## src/rtl/att_pkg.sv

```systemverilog
// Package for the ANSI text terminal engine: sizes, character codes,
// cell layout and the controller/datapath command and status structs.
// No dependencies.
`default_nettype none
package att_pkg;

  localparam int COLS_DEF    = 80;
  localparam int ROWS_DEF    = 25;
  localparam int MAX_CSI_DEF = 10;

  // internal cursor widths cover the full parameter ranges
  localparam int ROW_W = 6;
  localparam int COL_W = 7;

  // port field widths
  localparam int CH_W  = 8;
  localparam int RR_W  = 5;
  localparam int RC_W  = 7;
  localparam int CLR_W = 3;
  localparam int VAL_W = 16;

  localparam logic [VAL_W-1:0] VAL_MAX = 16'hFFFF;

  localparam logic [CH_W-1:0] CH_ESC   = 8'h1B;
  localparam logic [CH_W-1:0] CH_LF    = 8'h0A;
  localparam logic [CH_W-1:0] CH_CR    = 8'h0D;
  localparam logic [CH_W-1:0] CH_BS    = 8'h08;
  localparam logic [CH_W-1:0] CH_DEL   = 8'h7F;
  localparam logic [CH_W-1:0] CH_SP    = 8'h20;
  localparam logic [CH_W-1:0] CH_TILDE = 8'h7E;
  localparam logic [CH_W-1:0] CH_0     = 8'h30;
  localparam logic [CH_W-1:0] CH_9     = 8'h39;
  localparam logic [CH_W-1:0] CH_7     = 8'h37;
  localparam logic [CH_W-1:0] CH_8     = 8'h38;
  localparam logic [CH_W-1:0] CH_SEMI  = 8'h3B;
  localparam logic [CH_W-1:0] CH_LBR   = 8'h5B;
  localparam logic [CH_W-1:0] CH_M     = 8'h6D;
  localparam logic [CH_W-1:0] CH_D     = 8'h44;
  localparam logic [CH_W-1:0] CH_C     = 8'h43;
  localparam logic [CH_W-1:0] CH_H     = 8'h48;
  localparam logic [CH_W-1:0] CH_F     = 8'h66;
  localparam logic [CH_W-1:0] CH_J     = 8'h4A;

  localparam logic [VAL_W-1:0] SGR_FG_LO  = 16'd30;
  localparam logic [VAL_W-1:0] SGR_FG_HI  = 16'd37;
  localparam logic [VAL_W-1:0] SGR_BG_LO  = 16'd40;
  localparam logic [VAL_W-1:0] SGR_BG_HI  = 16'd47;
  localparam logic [VAL_W-1:0] SGR_FG_DEF = 16'd39;
  localparam logic [VAL_W-1:0] SGR_BG_DEF = 16'd49;
  localparam logic [VAL_W-1:0] ED_ALL     = 16'd2;

  localparam logic [CLR_W-1:0] FG_RESET = 3'd7;
  localparam logic [CLR_W-1:0] BG_RESET = 3'd0;

  localparam logic [1:0] MODE_NORMAL = 2'd0;
  localparam logic [1:0] MODE_ESC    = 2'd1;
  localparam logic [1:0] MODE_CSI    = 2'd2;

  typedef struct packed {
    logic [CLR_W-1:0] bg;
    logic [CLR_W-1:0] fg;
    logic [CH_W-1:0]  chr;
  } cell_t;

  typedef struct packed {
    logic load;
    logic exec;
    logic cell_cap;
    logic fill_en;
    logic scroll_en;
    logic sgr_step;
    logic out_load;
  } cmd_t;

  typedef struct packed {
    logic is_read;
    logic need_scroll;
    logic need_fill;
    logic need_sgr;
    logic fill_end;
    logic scroll_end;
    logic sgr_end;
    logic out_free;
  } sts_t;

endpackage
`default_nettype wire

```

## src/rtl/att_ctrl.sv

```systemverilog
// Controller state machine of the terminal engine: sequences init clear,
// decode, reads, scroll/fill sweeps, SGR walk and result hand-off. Uses att_pkg.
`default_nettype none
module att_ctrl import att_pkg::*; (
  input  wire  clk_i,
  input  wire  rst_ni,
  input  wire  in_acc_i,
  output logic in_ready_o,
  input  sts_t sts_i,
  output cmd_t cmd_o
);

  localparam logic [2:0] S_INIT   = 3'd0;
  localparam logic [2:0] S_IDLE   = 3'd1;
  localparam logic [2:0] S_EXEC   = 3'd2;
  localparam logic [2:0] S_READ   = 3'd3;
  localparam logic [2:0] S_SCROLL = 3'd4;
  localparam logic [2:0] S_FILL   = 3'd5;
  localparam logic [2:0] S_SGR    = 3'd6;
  localparam logic [2:0] S_DONE   = 3'd7;

  logic [2:0] state_q, state_d;

  assign in_ready_o = (state_q == S_IDLE);

  always_comb begin
    state_d = state_q;
    cmd_o   = '0;
    unique case (state_q)
      S_INIT: begin
        cmd_o.fill_en = 1'b1;
        if (sts_i.fill_end) state_d = S_IDLE;
      end
      S_IDLE: begin
        if (in_acc_i) begin
          cmd_o.load = 1'b1;
          state_d    = S_EXEC;
        end
      end
      S_EXEC: begin
        cmd_o.exec = 1'b1;
        if (sts_i.is_read)          state_d = S_READ;
        else if (sts_i.need_scroll) state_d = S_SCROLL;
        else if (sts_i.need_fill)   state_d = S_FILL;
        else if (sts_i.need_sgr)    state_d = S_SGR;
        else                        state_d = S_DONE;
      end
      S_READ: begin
        cmd_o.cell_cap = 1'b1;
        state_d        = S_DONE;
      end
      S_SCROLL: begin
        cmd_o.scroll_en = 1'b1;
        if (sts_i.scroll_end) state_d = S_DONE;
      end
      S_FILL: begin
        cmd_o.fill_en = 1'b1;
        if (sts_i.fill_end) state_d = S_DONE;
      end
      S_SGR: begin
        cmd_o.sgr_step = 1'b1;
        if (sts_i.sgr_end) state_d = S_DONE;
      end
      S_DONE: begin
        if (sts_i.out_free) begin
          cmd_o.out_load = 1'b1;
          state_d        = S_IDLE;
        end
      end
      default: state_d = S_IDLE;
    endcase
  end

  always_ff @(posedge clk_i or negedge rst_ni) begin
    if (!rst_ni) begin
      state_q <= S_INIT;
    end else begin
      state_q <= state_d;
    end
  end

  a_acc_exec: assert property (@(posedge clk_i) disable iff (!rst_ni)
    (state_q == S_IDLE && in_acc_i) |=> state_q == S_EXEC)
    else $error("accepted transaction did not start decode");
  a_read_path: assert property (@(posedge clk_i) disable iff (!rst_ni)
    (state_q == S_EXEC && sts_i.is_read) |=> state_q == S_READ)
    else $error("cell read did not wait for memory data");
  a_scroll_end: assert property (@(posedge clk_i) disable iff (!rst_ni)
    (state_q == S_SCROLL && sts_i.scroll_end) |=> state_q == S_DONE)
    else $error("scroll sweep did not finish");

endmodule
`default_nettype wire

```

## config.mk

```make
export PLATFORM = sky130hd
export DESIGN_NAME = att_ctrl
export DESIGN_NICKNAME = d
export VERILOG_FILES = /design/src/rtl/att_pkg.sv /design/src/rtl/att_ctrl.sv
export SDC_FILE = /design/constraint.sdc
export NUM_CORES = 1
export LEC_CHECK = 0
export ABC_AREA = 1
export BUFFER_PORTS_ARGS = -buffer_cell sky130_fd_sc_hd__buf_4
export CAP_MARGIN = 30
export CORE_AREA = 4 4 41 43
export CTS_CLUSTER_DIAMETER = 40
export DETAILED_ROUTE_END_ITERATION = 8
export DIE_AREA = 0 0 45 47
export PLACE_DENSITY = 0.5
export REMOVE_ABC_BUFFERS = 1
export SLEW_MARGIN = 20
export SYNTH_ARGS = -nofsm -noshare
export SYNTH_HDL_FRONTEND = slang
export SYNTH_SLANG_ARGS = --single-unit
```

## constraint.sdc

```tcl
create_clock -name clk_i -period 3 [get_ports clk_i]
set_input_delay 0.15 -clock clk_i [delete_from_list [all_inputs] [get_ports clk_i]]
set_output_delay 0.15 -clock clk_i [all_outputs]
set_load 0.02 [all_outputs]
```

==> run metrics, run 1 <==
largest reg by FF count=state_q; nets@finish=92; Final Cell Area=524.3 sq um; unrepaired setup endpoints after global routing=false; WL/cell=9.400 um; share of cells above drive strength 1=37.50%; Logic pwr share=64.7%; Synth Flop Type=dfrtp_1; WL met3=34 um; CP Capture Type=primary output; H-tree Lvls=1; Rows=13; Initial Util=28.27%; clock power share=12.3%; largest net degree at the start of global routing=11; CTS tree=yes; cells after synthesis=60; Clock Tree Root=clkbuf_4; biggest regs=state_q x3; Hold Path Class=primary input to asynchronous set/reset pin; first-pass GRT wire length=1538 um; Switching Power=294.1 uW; Reg power frac=23.0%; die area=2115 sq um; worst path bufs/invs=3; max-cap violations=0; max FFs per register=3; DR iter-0 viols=4; Fin. Hold Viols=0; Tmin final=1.522 ns; family with the most delay on the worst path=flip-flops; Cell variety after synth=18; Syn Area/Cell=6.131 sq um; metal1 wirelength=387 um; final worst-path cycle share=50.72%; crit-path max FO=9; core area=1301 sq um; Synth async-reset ratio=100.0%; pre-CTS WS=1.702 ns; cts bufs inserted=3; Ports=19; DRC violations left=0; Syn. warnings=0; number of detailed-route iterations in the first pass=3; critical path class=flop to primary output; Crit path required time=2.85 ns; hpwl dp=747.8 um; fmax=657.2 MHz; via count=428; Worst EP arrival=1.37 ns; Total Negative Setup Slacks=0 ns; post-CTS setup buffer count=0; power after layout=556.4 uW; die height=47 um; Area contributors post-synth=dfrtp_1 20%, nand2_1 16%, nand3_1 12%; slew margin rel.=75.54%; Area after DPL=488.0 sq um; Switching Fraction=52.85%; Slew Viols, Final=0; cells along the critical path=inv_4 -> nor3_4 -> inv_1 -> nor2_1 -> buf_4; GPL Wtd Cong=0.7650; static leakage=0.0003011 uW; Power Density=1061 nW/um^2; area grow syn2layout=42.52%; Die Span X=45 um; max incr delay on CP=0.55 ns; register cell area after layout=75.07 sq um; Post-synth EDFFs=0; Tot GR Track Use=9.921%; Final setup violation count=0; slowest CP cell=dfrtp_1; gr ovfl total=0; part of the Yosys area used for sequential elements=20.41%; Synth top cells by count=16 x nand2_1, 9 x nand3_1, 8 x nor2_1; Yosys reg bits=3; CTS max path bufs=2; # diodes=0; internal power=262.4 uW; leading area contributor after synthesis=dfrtp_1; Routed WL=893 um; number of antenna violations at the first check in global routing=0; met2 WL=471 um; CP startpoint kind=flop; outcome=finished, final reports clean; Vias/cell=4.505; hold slack=0.2440 ns; Max IR drop VDD=0.4383 mV; skew final=0.0008351 ns; # clock sinks=3; clock-pin slew on the worst setup and hold paths=0.04 ns; IO Port Bufs=18; Routed Antenna Nets=0; area of the multi-input gates=219.0 sq um; area share of the largest cell type after synthesis=20.41%; vias in the first global route=394; cell with the most instances after synthesis=nand2_1; Final WS setup=1.478 ns; Slew @ Worst Pin=0.3670 ns; Clk Latency, worst-skew pair=0.23 ns; # fillers=160; top routing layer in use=met3; mapped cell area=367.9 sq um
==> final cells by class <==
type                    instances  area share [%]
clock buffers                   4           5.012
inverters                      10           7.637
multi-input cells              44           41.77
flip-flops and latches          3           14.32
well taps                      15           3.580
repair buffers                 19           27.68
==> through the flow <==
| stage | utilization, % | cells |
|---|---|---|
| detailed placement | 37.50 | 90 |
| global route | 40.29 | 95 |
| CTS | 40.29 | 95 |
| finish | 40.29 | 95 |
| floorplan | - | 57 |
| global placement | 37.50 | 90 |
==> cell families after synthesis <==
group | after synthesis | share of synthesized area [%]
flip-flops | 3 | 20.41
AO/OA/AOI/OAI | 3 | 5.100
AND/OR/NAND/NOR | 41 | 54.42
buffers and inverters | 13 | 20.07
==> worst paths after layout <==
| kind | startpoint | to | slack [ns] | depth (start not counted) |
|---|---|---|---|---|
| max reg2reg | state_q[2] | state_q[1] | 1.71 | 7 |
| max | state_q[0] | cmd_o[6] | 1.48 | 5 |
| min | rst_ni | state_q[0] | 0.24 | 2 |
| max in group asynchronous | rst_ni | state_q[1] | 2.66 | 2 |
| min reg2reg | state_q[1] | state_q[1] | 0.69 | 2 |
| min in group clk_i | sts_i[6] | state_q[0] | 0.33 | 6 |
==> worst register-to-register path, cell delays in order (launching register included) <==
cell and delay [ns]:
dfrtp_1 0.55, inv_2 0.12, nand3_1 0.10, nand2_1 0.08, nor2_4 0.15, nand2_2 0.07
nand2_1 0.06, nand2_1 0.05
==> power groups by stage <==
| stage | combinational [uW] | sequential (uW) | clock (uW) |
|---|---|---|---|
| finish | 360 | 128 | 68.4 |
| global placement | 368 | 131 | 0 |
| CTS | 366 | 129 | 72.4 |
| detailed placement | 363 | 130 | 0 |
| global route | 408 | 137 | 76.8 |
| floorplan | 259 | 116 | 0 |
==> layout by cell type, fill, tap and decap left out, drive strengths merged, types with 2 or more instances in the layout <==
| cell | count |
|---|---|
| nand3 | 9 |
| nand2 | 17 |
| buf | 18 |
| a21oi | 2 |
| nor2 | 11 |
| nor3 | 2 |
| clkbuf | 4 |
| dfrtp | 3 |
| inv | 10 |
==> metal layers <==
metal	track usage, %	vias to the layer above
li1	-	227
met1	12.67	193
met2	15.25	8
met3	3.065	0
met4	4.678	0
met5	0	-
==> repair_timing <==
item,4_1_cts,5_1_grt
hold endpoints to repair,3,0
gates resized for setup,0,0
hold buffers,1,0
No activity file was read; power rests on OpenSTA's default activity.
==> run 2, diff against run 1 <==
- clock period: 3 -> 1.41 ns (I/O delays scaled with it)
==> run metrics, run 2 (same netlist as run 1, synthesis figures left out) <==
outcome=finished, final reports clean; Clk Latency, worst-skew pair=0.23 ns (about the same); share of cells above drive strength 1=45.98% (+8.5 points); Die Span X=45 um (unchanged); IO Port Bufs=18 (unchanged); Initial Util=28.27% (unchanged); Ports=19 (unchanged); Tot GR Track Use=9.660% (-0.26 points); GPL Wtd Cong=0.6759 (-12%); most frequent cells in the layout=25 x buf_4, 16 x nand2_1, 9 x nand3_1; # diodes=0 (unchanged); largest net degree at the start of global routing=11 (unchanged); H-tree Lvls=1 (unchanged); Routed WL=959 um (+7.4%); commonest non-fill, non-tap cell in the layout=buf_4; Total Negative Setup Slacks=0 ns (unchanged); Hold Path Class=primary input to asynchronous set/reset pin; max FFs per register=3 (unchanged); DRC violations left=0 (unchanged); clock-pin slew on the worst setup and hold paths=0.04 ns (about the same); Area after DPL=488.0 sq um (unchanged); die height=47 um (unchanged); Crit path required time=1.34 ns (-1.51 ns); final worst-path cycle share=93.14%; biggest regs=state_q x3; dpl cells=90 (unchanged); DR iter-0 viols=6 (+2); Final setup violation count=0 (unchanged); Max IR drop VDD=0.9225 mV (+110%); core area=1301 sq um (unchanged); number of detailed-route iterations in the first pass=5 (+2); Tmin final=1.313 ns; CP Capture Type=primary output; area grow syn2layout=57.82%; vias in the first global route=408 (+3.6%); Slew @ Worst Pin=0.2008 ns (-0.1662 ns); CP startpoint kind=flop; Fin. Hold Viols=0 (unchanged); cts bufs inserted=3 (unchanged); WL/cell=9.402 um (about the same); Rows=13 (unchanged); Routed Antenna Nets=0 (unchanged); largest reg by FF count=state_q; static leakage=0.0003324 uW (+10%); hold slack=0.1629 ns (-0.08110 ns); # clock sinks=3 (unchanged); Worst EP arrival=1.24 ns (-0.13 ns); critical path class=flop to primary output; unrepaired setup endpoints after global routing=false; nets@finish=99 (+7.6%); CTS max path bufs=2 (unchanged); crit-path max FO=6 (-3); Final Cell Area=580.6 sq um (+11%); fmax=761.5 MHz; slew margin rel.=86.62% (+11 points); CTS tree=yes; power after layout=1355 uW (+140%); number of antenna violations at the first check in global routing=0 (unchanged); Vias/cell=4.363 (-3.2%); gr ovfl total=0 (unchanged); skew final=0.0006872 ns (-0.0001478 ns); max-cap violations=0 (unchanged); Slew Viols, Final=0 (unchanged); first-pass GRT wire length=1511 um (-1.8%); via count=445 (+4.0%); die area=2115 sq um (unchanged); Clock Tree Root=clkbuf_4; Power Density=2334 nW/um^2 (+120%); Layout Cells excl Fill=102 (+7.4%); hpwl dp=725.8 um (-2.9%)
-- run 2: cell types whose count changed in the layout (fill, tap and decap cells not counted) --
cell / previous run / this run
buf_4: 18 / 25
dfrtp_1: 3 / 0
dfrtp_2: 0 / 3
-- run 2: per-layer routing --
metal	track usage (%)	up-vias	wire length [um]
li1	-	237	-
met1	11.44	198	421
met2	17.80	10	496
met3	1.149	0	41
met4	3.509	0	0
met5	0	-	0
-- run 2: timing repair --
item	in CTS	in global routing
hold endpoints to repair	3	0
resized for setup	2	1
setup endpoints to repair	1	1
hold buffers	1	0
setup buffers	0	7
pin swaps	0	1
-- run 2: where the power goes --
group / switching [uW] / internal (uW) / total, uW / leakage, uW
Combinational: 526 / 432 / 958 / 0.000286
Sequential: 102 / 146 / 247 / 0.0000313
Clock: 43.9 / 106 / 150 / 0.0000150
-- run 2: critical path, cell delays in order (launching register included) --
cell and delay (ns):
dfrtp_2 0.45, nor3_4 0.24, inv_1 0.08, nor2_1 0.09, buf_4 0.15
-- run 2: cell type report --
cell class / instances / area [sq um]
fill: 138 / 720.7
multi-input combinational: 44 / 219.0
timing repair buffer: 26 / 197.7
sequential: 3 / 78.83
inverter: 10 / 40.04
clock buffer: 4 / 26.28
tap: 15 / 18.77
-- run 2: worst paths after layout --
| check | cells after the start | slack [ns] | endpoint | start |
|---|---|---|---|---|
| max in group asynchronous | 2 | 1.14 | state_q[0] | rst_ni |
| min in group clk_i | 6 | 0.25 | state_q[0] | sts_i[6] |
| min | 2 | 0.16 | state_q[2] | rst_ni |
| max | 4 | 0.1 | cmd_o[6] | state_q[2] |
| max reg2reg | 7 | 0.15 | state_q[1] | state_q[2] |
| min reg2reg | 2 | 0.55 | state_q[0] | state_q[0] |
-- run 2: through the flow --
stage,setup WS (ns),util (%)
3_3_place_gp,0.06191,37.50
3_5_place_dp,0.05599,37.50
6_report,0.09676,44.62
4_1_cts,0.00005762,40.48
5_1_grt,0.0009549,44.62
2_1_floorplan,0.1036,-
==> run 3, diff against run 2 <==
- RECOVER_POWER: default -> 100
==> run metrics, run 3 (same netlist as run 1, synthesis figures left out) <==
Slew @ Worst Pin=0.1986 ns (-0.002148 ns); max-cap violations=0 (unchanged); register cell area after layout=78.83 sq um (unchanged); Fin. Hold Viols=0 (unchanged); largest net degree at the start of global routing=11 (unchanged); Switching Fraction=49.97% (+0.42 points); Reg power frac=18.4% (about the same); # diodes=0 (unchanged); Initial Util=28.27% (unchanged); number of detailed-route iterations in the first pass=5 (unchanged); cts bufs inserted=3 (unchanged); Hold Path Class=primary input to asynchronous set/reset pin; Logic pwr share=70.4% (-0.3 points); hpwl dp=725.8 um (unchanged); final worst-path cycle share=93.32% (+0.18 points); Ports=19 (unchanged); r2r startpoint=state_q[0]; GPL Wtd Cong=0.6759 (unchanged); max FFs per register=3 (unchanged); Worst EP arrival=1.25 ns (about the same); clock power share=11.2% (about the same); critical path class=flop to primary output; Power Density=2339 nW/um^2 (+0.18%); Max IR drop VDD=0.9157 mV (-0.74%); # fillers=140 (+1.4%); CP Capture Type=primary output; Clk Latency, worst-skew pair=0.23 ns (about the same); Final setup violation count=0 (unchanged); Slew Viols, Final=0 (unchanged); R2R depth=8 (+1); Switching Power=668.2 uW (-0.50%); area grow syn2layout=55.44%; most frequent cells in the layout=22 x buf_4, 16 x nand2_1, 9 x nand3_1; DRC violations left=0 (unchanged); Tot GR Track Use=9.660% (unchanged); core area=1301 sq um (unchanged); commonest non-fill, non-tap cell in the layout=buf_4; Routed WL=945 um (-1.5%); Vias/cell=4.353 (-0.22%); IO Port Bufs=18 (unchanged); CTS max path bufs=2 (unchanged); first-pass GRT wire length=1511 um (unchanged); Rows=13 (unchanged); static leakage=0.0003284 uW (-1.2%); DR iter-0 viols=6 (unchanged); via count=444 (-0.22%); fmax=760.0 MHz (-0.19%); die area=2115 sq um (unchanged); nets@finish=99 (unchanged); area of the multi-input gates=219.0 sq um (unchanged); CP startpoint kind=flop; share of cells above drive strength 1=43.68% (-2.3 points); skew final=0.0005859 ns (-0.0001013 ns); clock-pin slew on the worst setup and hold paths=0.04 ns (about the same); die height=47 um (unchanged); crit-path max FO=6 (unchanged); number of antenna violations at the first check in global routing=0 (unchanged); slew margin rel.=86.76% (+0.14 points); gr ovfl total=0 (unchanged); Routed Antenna Nets=0 (unchanged); biggest regs=state_q x3; # clock sinks=3 (unchanged); WL/cell=9.265 um (-1.5%); Tmin final=1.316 ns (+0.002520 ns); outcome=finished, final reports clean; power after layout=1337 uW (-1.3%); Die Span X=45 um (unchanged); unrepaired setup endpoints after global routing=false; vias in the first global route=408 (unchanged); H-tree Lvls=1 (unchanged); Clock Tree Root=clkbuf_4; largest reg by FF count=state_q; Total Negative Setup Slacks=0 ns (unchanged); Crit path required time=1.34 ns (about the same); crit path from=state_q[0]; internal power=669.0 uW (-2.1%); CTS tree=yes
## run 3: timing repair
item	CTS	global route
hold buffers	1	0
pin swaps	0	1
hold endpoints to repair	3	0
resized for setup	2	1
buffers inserted	0	7
endpoints found under the setup margin	1	1
## run 3: critical path, stage by stage, from the launching register on
cell      delay [ns]
dfrtp_2         0.43
clkbuf_2        0.18
nor2_2          0.16
nand2_1         0.06
nand2_1         0.05
buf_4           0.13
## run 3: through the flow
stage | util (%) | hold slack, ns | std cells | instance area (sq um) | setup WS [ns]
after floorplan | - | -0.2251 | 57 | 334.1 | 0.1036
after global placement | 37.50 | -0.1395 | 90 | 488.0 | 0.06191
after detailed placement | 37.50 | -0.1409 | 90 | 488.0 | 0.05599
after CTS | 40.48 | 0.1607 | 95 | 526.8 | 0.00005762
after global routing | 43.94 | 0.1812 | 102 | 571.8 | 0.0009549
final | 43.94 | 0.1708 | 102 | 571.8 | 0.09424
## run 3: final cells by class
| class | count | area share, % |
|---|---|---|
| clock buffer | 4 | 4.595 |
| inverter | 10 | 7.002 |
| multi-input combinational | 44 | 38.29 |
| sequential | 3 | 13.79 |
| tap | 15 | 3.282 |
| timing repair buffer | 26 | 33.04 |
## run 3: path summary, 6_finish.rpt
path	endpoint	slack, ns
max in group asynchronous	state_q[0]	1.08
worst min register to register	state_q[0]	0.55
worst max-delay path	cmd_o[3]	0.09
worst max register to register	state_q[1]	0.13
min in group clk_i	state_q[0]	0.25
worst min-delay path	state_q[2]	0.17
## run 3: per-layer routing
metal / GRT usage (%) / share of wire, % / vias up
met1: 11.44 / 44 / 197
met5: 0 / 0 / -
met4: 3.509 / 0 / 0
met3: 1.149 / 4.3 / 0
met2: 17.80 / 51 / 10
li1: - / - / 237
## run 3: power groups by stage
stage | Clock (uW) | Sequential (uW) | Combinational (uW)
4_1_cts | 151 | 285 | 781
3_3_place_gp | 0 | 279 | 787
5_1_grt | 164 | 253 | 1050
3_5_place_dp | 0 | 280 | 776
6_report | 150 | 246 | 941
2_1_floorplan | 0 | 246 | 551
